## src/sv/ccrs_pkg.sv

```systemverilog
// Shared types and codes for the conditional call/return stack.
// Holds the item structs, action and command codes and the default depth.
// No dependencies.
package ccrs_pkg;

  localparam int STACK_DEPTH_DEF = 128;
  localparam int LEVEL_OUT_W     = 7;

  // Flow instruction actions
  localparam logic [2:0] ACT_CALL = 3'd0;
  localparam logic [2:0] ACT_EQ   = 3'd1;
  localparam logic [2:0] ACT_NE   = 3'd2;
  localparam logic [2:0] ACT_GT   = 3'd3;
  localparam logic [2:0] ACT_LT   = 3'd4;
  localparam logic [2:0] ACT_GE   = 3'd5;
  localparam logic [2:0] ACT_LE   = 3'd6;
  localparam logic [2:0] ACT_RET  = 3'd7;

  // Classified commands passed from front to back
  localparam logic [1:0] OP_NONE = 2'd0;
  localparam logic [1:0] OP_CALL = 2'd1;
  localparam logic [1:0] OP_RET  = 2'd2;

  typedef struct packed {
    logic [2:0]  action;
    logic [15:0] target_address;
    logic [15:0] current_pc;
    logic        flag_equal;
    logic        flag_greater;
    logic        flag_less;
    logic        flag_greater_equal;
    logic        flag_less_equal;
  } in_item_t;

  typedef struct packed {
    logic [15:0]            next_pc;
    logic                   pc_changed;
    logic                   halt_request;
    logic [LEVEL_OUT_W-1:0] stack_level;
  } out_item_t;

  typedef struct packed {
    logic [1:0]  op;
    logic [15:0] target_address;
    logic [15:0] current_pc;
  } cmd_t;

endpackage

```

## src/sv/conditional_call_return_stack.sv

```systemverilog
// Conditional call/return stack, top level.
// Instantiates ccrs_front and ccrs_back; uses ccrs_pkg.
//
//   channel  | ports                      | transfer when
//   ---------+----------------------------+----------------------
//   input    | push, full, in_data        | push && !full
//   result   | empty, pop, out_data       | pop && !empty
//
// A call or a not-taken instruction is done in the back end's idle state;
// a return on a non-empty stack also passes the read state, for the
// registered read of the return slot RAM. A two-entry queue sits ahead of
// the back end; while a result waits to be popped, it fills from the front.
// Reset clears the queue, the level and the result valid flag; the slot
// RAM is not cleared, since only slots written by a call are ever read.
module conditional_call_return_stack
  import ccrs_pkg::*;
#(
  parameter int STACK_DEPTH = STACK_DEPTH_DEF
) (
  input  logic      clk,
  input  logic      rst_n,
  input  logic      push,
  output logic      full,
  input  in_item_t  in_data,
  output logic      empty,
  input  logic      pop,
  output out_item_t out_data
);

  logic cmd_valid;
  logic cmd_take;
  cmd_t cmd;

  ccrs_front u_front (
    .clk       (clk),
    .rst_n     (rst_n),
    .push      (push),
    .full      (full),
    .in_data   (in_data),
    .cmd_valid (cmd_valid),
    .cmd_take  (cmd_take),
    .cmd       (cmd)
  );

  ccrs_back #(
    .STACK_DEPTH (STACK_DEPTH)
  ) u_back (
    .clk       (clk),
    .rst_n     (rst_n),
    .cmd_valid (cmd_valid),
    .cmd_take  (cmd_take),
    .cmd       (cmd),
    .pop       (pop),
    .empty     (empty),
    .out_data  (out_data)
  );

  a_halt_not_taken : assert property (@(posedge clk) disable iff (!rst_n)
    !empty |-> !(out_data.halt_request && out_data.pc_changed))
    else $error("halt reported together with a pc change");

  a_reset_clears : assert property (@(posedge clk)
    !rst_n |=> (empty && !full))
    else $error("queue or result register not cleared by reset");

  a_result_holds : assert property (@(posedge clk) disable iff (!rst_n)
    (!empty && !pop) |=> (!empty && $stable(out_data)))
    else $error("waiting result lost or changed");

endmodule

```

## src/sv/ccrs_ram.sv

```systemverilog
// Generic single-write, single-read RAM with registered read data.
// No dependencies.
module ccrs_ram #(
  parameter int WIDTH = 16,
  parameter int DEPTH = 128
) (
  input  logic                     clk,
  input  logic                     we,
  input  logic [$clog2(DEPTH)-1:0] waddr,
  input  logic [WIDTH-1:0]         wdata,
  input  logic [$clog2(DEPTH)-1:0] raddr,
  output logic [WIDTH-1:0]         rdata
);

  logic [WIDTH-1:0] mem [DEPTH];
  logic [WIDTH-1:0] rdata_r;

  always_ff @(posedge clk) begin
    if (we) begin
      mem[waddr] <= wdata;
    end
    rdata_r <= mem[raddr];
  end

  assign rdata = rdata_r;

endmodule

```

## src/sv/ccrs_front.sv

```systemverilog
// Front end: accepts flow instructions, resolves the call condition and
// queues the classified command in a two-entry queue. Uses ccrs_pkg.
module ccrs_front
  import ccrs_pkg::*;
(
  input  logic     clk,
  input  logic     rst_n,
  input  logic     push,
  output logic     full,
  input  in_item_t in_data,
  output logic     cmd_valid,
  input  logic     cmd_take,
  output cmd_t     cmd
);

  cmd_t       q_r [2];
  logic       wr_ptr_r, wr_ptr_nxt;
  logic       rd_ptr_r, rd_ptr_nxt;
  logic [1:0] count_r, count_nxt;
  logic       push_ok;
  logic       take_ok;
  logic       taken;
  cmd_t       cls;

  always_comb begin
    unique case (in_data.action)
      ACT_CALL: taken = 1'b1;
      ACT_EQ:   taken = in_data.flag_equal;
      ACT_NE:   taken = !in_data.flag_equal;
      ACT_GT:   taken = in_data.flag_greater;
      ACT_LT:   taken = in_data.flag_less;
      ACT_GE:   taken = in_data.flag_greater_equal;
      ACT_LE:   taken = in_data.flag_less_equal;
      ACT_RET:  taken = 1'b0;
      default:  taken = 1'b0;
    endcase
    cls.target_address = in_data.target_address;
    cls.current_pc     = in_data.current_pc;
    if (in_data.action == ACT_RET) begin
      cls.op = OP_RET;
    end else if (taken) begin
      cls.op = OP_CALL;
    end else begin
      cls.op = OP_NONE;
    end
  end

  assign full      = (count_r == 2'd2);
  assign cmd_valid = (count_r != 2'd0);
  assign cmd       = q_r[rd_ptr_r];
  assign push_ok   = push && !full;
  assign take_ok   = cmd_take && cmd_valid;

  always_comb begin
    wr_ptr_nxt = wr_ptr_r ^ push_ok;
    rd_ptr_nxt = rd_ptr_r ^ take_ok;
    count_nxt  = count_r + {1'b0, push_ok} - {1'b0, take_ok};
  end

  always_ff @(posedge clk) begin
    if (!rst_n) begin
      wr_ptr_r <= 1'b0;
      rd_ptr_r <= 1'b0;
      count_r  <= 2'd0;
    end else begin
      wr_ptr_r <= wr_ptr_nxt;
      rd_ptr_r <= rd_ptr_nxt;
      count_r  <= count_nxt;
    end
  end

  always_ff @(posedge clk) begin
    if (push_ok) begin
      q_r[wr_ptr_r] <= cls;
    end
  end

endmodule

```

## src/sv/ccrs_back.sv

```systemverilog
// Back end: carries out queued commands on the return stack and holds
// the result register. Uses ccrs_pkg and ccrs_ram.
module ccrs_back
  import ccrs_pkg::*;
#(
  parameter int STACK_DEPTH = STACK_DEPTH_DEF
) (
  input  logic      clk,
  input  logic      rst_n,
  input  logic      cmd_valid,
  output logic      cmd_take,
  input  cmd_t      cmd,
  input  logic      pop,
  output logic      empty,
  output out_item_t out_data
);

  localparam int LW = $clog2(STACK_DEPTH);
  localparam logic [LW-1:0] TOP = LW'(STACK_DEPTH - 1);

  localparam logic ST_IDLE = 1'b0;
  localparam logic ST_READ = 1'b1;

  logic            state_r, state_nxt;
  logic [LW-1:0]   level_r, level_nxt;
  logic            out_valid_r, out_valid_nxt;
  out_item_t       out_data_r, out_data_nxt;
  logic [LW-1:0]   res_level;
  logic            out_free;
  logic            ram_we;
  logic [LW-1:0]   ram_raddr;
  logic [15:0]     ram_rdata;

  assign out_free      = !out_valid_r || pop;
  assign cmd_take      = cmd_valid && (state_r == ST_IDLE) && out_free;
  assign ram_raddr     = level_r - LW'(1);
  assign ram_we        = cmd_take && (cmd.op == OP_CALL);

  ccrs_ram #(
    .WIDTH (16),
    .DEPTH (STACK_DEPTH)
  ) u_slots (
    .clk   (clk),
    .we    (ram_we),
    .waddr (level_r),
    .wdata (cmd.current_pc),
    .raddr (ram_raddr),
    .rdata (ram_rdata)
  );

  always_comb begin
    state_nxt     = state_r;
    level_nxt     = level_r;
    out_valid_nxt = out_valid_r && !pop;
    out_data_nxt  = out_data_r;
    res_level     = level_r;
    if (state_r == ST_READ) begin
      // popped pc arrives from the registered read
      out_data_nxt.next_pc      = ram_rdata;
      out_data_nxt.pc_changed   = 1'b1;
      out_data_nxt.halt_request = 1'b0;
      out_valid_nxt             = 1'b1;
      state_nxt                 = ST_IDLE;
    end else if (cmd_take) begin
      out_data_nxt.next_pc      = cmd.current_pc;
      out_data_nxt.pc_changed   = 1'b0;
      out_data_nxt.halt_request = 1'b0;
      out_valid_nxt             = 1'b1;
      unique case (cmd.op)
        OP_CALL: begin
          // top slot is overwritten without raising the level
          if (level_r != TOP) begin
            level_nxt = level_r + LW'(1);
          end
          res_level               = level_nxt;
          out_data_nxt.next_pc    = cmd.target_address;
          out_data_nxt.pc_changed = 1'b1;
        end
        OP_RET: begin
          if (level_r != '0) begin
            level_nxt     = ram_raddr;
            out_valid_nxt = 1'b0;
            state_nxt     = ST_READ;
          end else begin
            out_data_nxt.halt_request = 1'b1;
          end
        end
        default: ;
      endcase
    end
    out_data_nxt.stack_level = LEVEL_OUT_W'(res_level);
  end

  always_ff @(posedge clk) begin
    if (!rst_n) begin
      state_r     <= ST_IDLE;
      level_r     <= '0;
      out_valid_r <= 1'b0;
    end else begin
      state_r     <= state_nxt;
      level_r     <= level_nxt;
      out_valid_r <= out_valid_nxt;
    end
  end

  always_ff @(posedge clk) begin
    out_data_r <= out_data_nxt;
  end

  assign empty    = !out_valid_r;
  assign out_data = out_data_r;

endmodule

```

## config.mk

```make
export PLATFORM = sky130hd
export DESIGN_NAME = conditional_call_return_stack
export DESIGN_NICKNAME = d
export VERILOG_FILES = /design/src/sv/ccrs_pkg.sv /design/src/sv/conditional_call_return_stack.sv /design/src/sv/ccrs_ram.sv /design/src/sv/ccrs_front.sv /design/src/sv/ccrs_back.sv
export SDC_FILE = /design/constraint.sdc
export NUM_CORES = 2
export LEC_CHECK = 0
export BUFFER_PORTS_ARGS = -buffer_cell sky130_fd_sc_hd__clkbuf_2
export CAP_MARGIN = 15
export CORE_MARGIN = 8
export CORE_UTILIZATION = 60
export CTS_CLUSTER_SIZE = 28
export DETAILED_ROUTE_END_ITERATION = 8
export HOLD_SLACK_MARGIN = 0.15
export PLACE_DENSITY = 0.76
export SYNTH_ARGS = -nofsm -noshare
export SYNTH_HDL_FRONTEND = slang
export SYNTH_SLANG_ARGS = --single-unit
export TNS_END_PERCENT = 10
```

## constraint.sdc

```tcl
create_clock -name clk -period 8.7 [get_ports clk]
set_clock_uncertainty 0.15 [all_clocks]
set_input_delay 1.74 -clock clk [delete_from_list [all_inputs] [get_ports clk]]
set_output_delay 1.74 -clock clk [all_outputs]
set_load 0.05 [all_outputs]
```

==> reports/qor.yml <==
power.density_cell_area_nw_per_um2: 321
grt_usage_pct: 26.2
dpl-instance-area_um2: 87100
synth-seq-area-share_pct: 77.4
ys_seq_elements: 2171
vias_per_cell: 6.70
final_cell_mix: "2,132 x edfxtp_1, 508 x mux4_2, 380 x nand2_1"
place_ws_ps: 2880
nets: 4357
stdcell_area_um2: 93600
holdPathStages: 2
synthFlopType: "edfxtp_1"
drv_cap: 0
hp-start: "u_back.out_data[7]"
clock.fmax_ghz: 0.173
place.port_buffers: 70
cts.clk_slew.worst_paths_ps: 60
first_pass_iters: 6
grt_pass1_vias: 42000
ant_nets: 0
status: "completed"
cts_sinks: 2171
max_stage_delay_ps: 1070
fin_crit_ps: 5770
fillCellCount: 8376
rr_startpoint: "u_back.level_r[0]"
row_count: 137
grt_max_degree: 138
tns_ps: 0
drive_gt1_share_pct: 24.4
io_pins: 71
rrSetupSlack_ps: 2930
fin_ws_ps: 2930
synthesis.nets: 4122
wirelength_mm: 200
crit_type: "reg -> reg"
cts-root-buf: "clkbuf_16"
hold_violations: 0
drtIter0Drc: 5877
fp.dieH_um: 390
dr_total_vias: 42500
avgRoutedWirePerCell_um: 31.6
critPathLaunch: "u_back.level_r[0]"
rsz0062_at_grt: "no"
leakagePower_nw: 29.4
min_to: "u_back.out_data[7]"
hp-class: "reg -> reg"
r2r_cells: 9
cts_buffer_depth: 3
ctsHoldBuffers: 0
synthesis.area_um2: 83700
core_um2: 139000
area_delta_synth_final_pct: 11.7
cp_common_cell: "mux2i_1"
worstPathArrival_ps: 6320
cts_made_buffers: 199
timing.rr.end: "u_back.u_slots.rdata[9]"
post_cts_buffers: 0
cp_cell_sequence: "clkinv_1, ha_4, buf_12, mux4_2, mux2i_1, mux2i_1, a32oi_1, o31ai_1, or3_1"
crit_slowest_cell: "ha_4"
gr-total-overflow: 0
grt_antenna_before_repair: 9
synth_cells: 4070
die-area_um2: 152000
cp_max_fo: 137
gp_congestion: 0.909
worst_setup_path_end_kind: "flop"
relSlewSlack_pct: 15.0
die_w_um: 390
htreeDepth: 4
min_period_over_period_pct: 66.3
ys_warn_count: 0
synth-edff-count: 2132
cts_tree: "yes"
setup_viol: 0
maxSlewViolCount: 0
final_common_cell: "edfxtp_1"
cts_resized: 0
cp-start-kind: "flop"
clock_latency_ps: 830
initial_core_util_pct: 60.2
async_flop_share_pct: 0
yosys.cell_types.count: 62
hpwl_mm: 113
max-vdd-ir-drop_v: 0.000272
grt_pass1_wl_mm: 290
crit_required_ps: 9250
syn_avg_cell_area_um2: 20.6
worst_pin_slew_ps: 1270
drc: 0
[synthesized netlist by cell type (10+ instances only)]
| cell | count | area share [%] |
|---|---|---|
| edfxtp_1 | 2132 | 76 |
| mux4_2 | 508 | 14 |
| nand2_1 | 380 | 1.7 |
| nand3_1 | 172 | 1.0 |
| nor2_1 | 163 | 0.73 |
| clkbuf_1 | 120 | 0.54 |
| mux2i_1 | 86 | 1.0 |
| buf_2 | 80 | 0.48 |
| dfxtp_1 | 39 | 0.93 |
| and2_1 | 31 | 0.23 |
| o21ai_0 | 31 | 0.19 |
| a211oi_1 | 28 | 0.25 |
| a21oi_1 | 25 | 0.15 |
| a32oi_1 | 24 | 0.25 |
| buf_1 | 23 | 0.10 |
| mux2_2 | 20 | 0.27 |
| a31oi_1 | 19 | 0.14 |
| a32o_1 | 17 | 0.20 |
| nand4_1 | 15 | 0.11 |
| inv_1 | 13 | 0.058 |
| and3_1 | 12 | 0.090 |
| xnor2_1 | 12 | 0.13 |
| a2111oi_0 | 11 | 0.12 |
| a311o_1 | 11 | 0.13 |
| nor2b_1 | 10 | 0.075 |
[worst max path at each step]
stage / cells after the start / slack [ps] / to
3_3_place_gp: 7 / 3000 / u_back.u_slots.mem[26][13]
5_1_grt: 9 / 2770 / u_back.u_slots.rdata[1]
4_1_cts: 9 / 3090 / u_back.u_slots.rdata[8]
2_1_floorplan: 8 / 4310 / u_back.u_slots.mem[106][0]
6_report: 9 / 2930 / u_back.u_slots.rdata[9]
3_5_place_dp: 7 / 2880 / u_back.u_slots.mem[26][2]
[area by class of cell]
type                       count  area [um2]  share of cell area (%)
antenna                        4        10.0                  0.0107
tap                         1876        2350                    2.51
multi-input combinational   1653       18000                    19.3
clock inverter               102        1020                    1.09
timing repair buffer         265        1910                    2.04
sequential                  2171       64800                    69.3
inverter                      15        56.3                  0.0602
clock buffer                 261        5380                    5.75
[worst max-delay path: cells and delay by family, from the launching register on]
family | cells | cell delay [ps]
mux | 3 | 930
compound gates | 2 | 760
flops | 1 | 720
simple gates | 1 | 390
buf+inv | 2 | 1350
fa+ha+maj | 1 | 1070
[report_power, final]
part           total, W  leakage [nW]  switching [W]  internal, W
Clock           0.00856          3.11        0.00373      0.00483
Sequential       0.0127          19.5       0.000135       0.0126
Combinational   0.00877          6.81        0.00600      0.00276
[state kept, by name, indices dropped and copies added, names as in the netlist, 2 cells and up, named ones only]
name,count
u_back.level_r,7
u_front.q_r,68
u_front.count_r,2
u_back.u_slots.rdata,16
u_back.out_data,25
u_back.u_slots.mem,2048
[metal layers]
| layer | track usage (%) | routed length [um] | vias up |
|---|---|---|---|
| met5 | 0 | 23 | - |
| met1 | 37.4 | 75500 | 22100 |
| li1 | - | - | 17200 |
| met3 | 5.48 | 21600 | 422 |
| met2 | 40.6 | 95100 | 2834 |
| met4 | 9.85 | 8170 | 4 |
[stage by stage]
stage / std cells / power, W / hold slack, ps / utilization, %
after detailed placement: 5977 / 0.0215 / 380 / 62.7
after CTS: 6340 / 0.0300 / 401 / 67.3
after floorplan: 4070 / 0.0181 / 334 / -
after global placement: 5977 / 0.0214 / 367 / 62.7
final: 6347 / 0.0300 / 406 / 67.3
after global routing: 6343 / 0.0308 / 410 / 67.3
[cell families (layout without fill, tap and decap cells)]
kind of cell               Yosys count  count (layout)  synth area share [%]
DFF                               2171            2171                  77.4
adders and majority gates            8               8                 0.120
and+or+nand+nor                    813             813                  4.22
AOI/OAI and AO/OA                  204             204                  1.89
other                                0               4                     0
muxes                              614             614                  15.0
buffers and inverters              246             643                  1.27
xor gates and xnor gates            14              14                 0.155
Power figures use the tool's default switching activity.
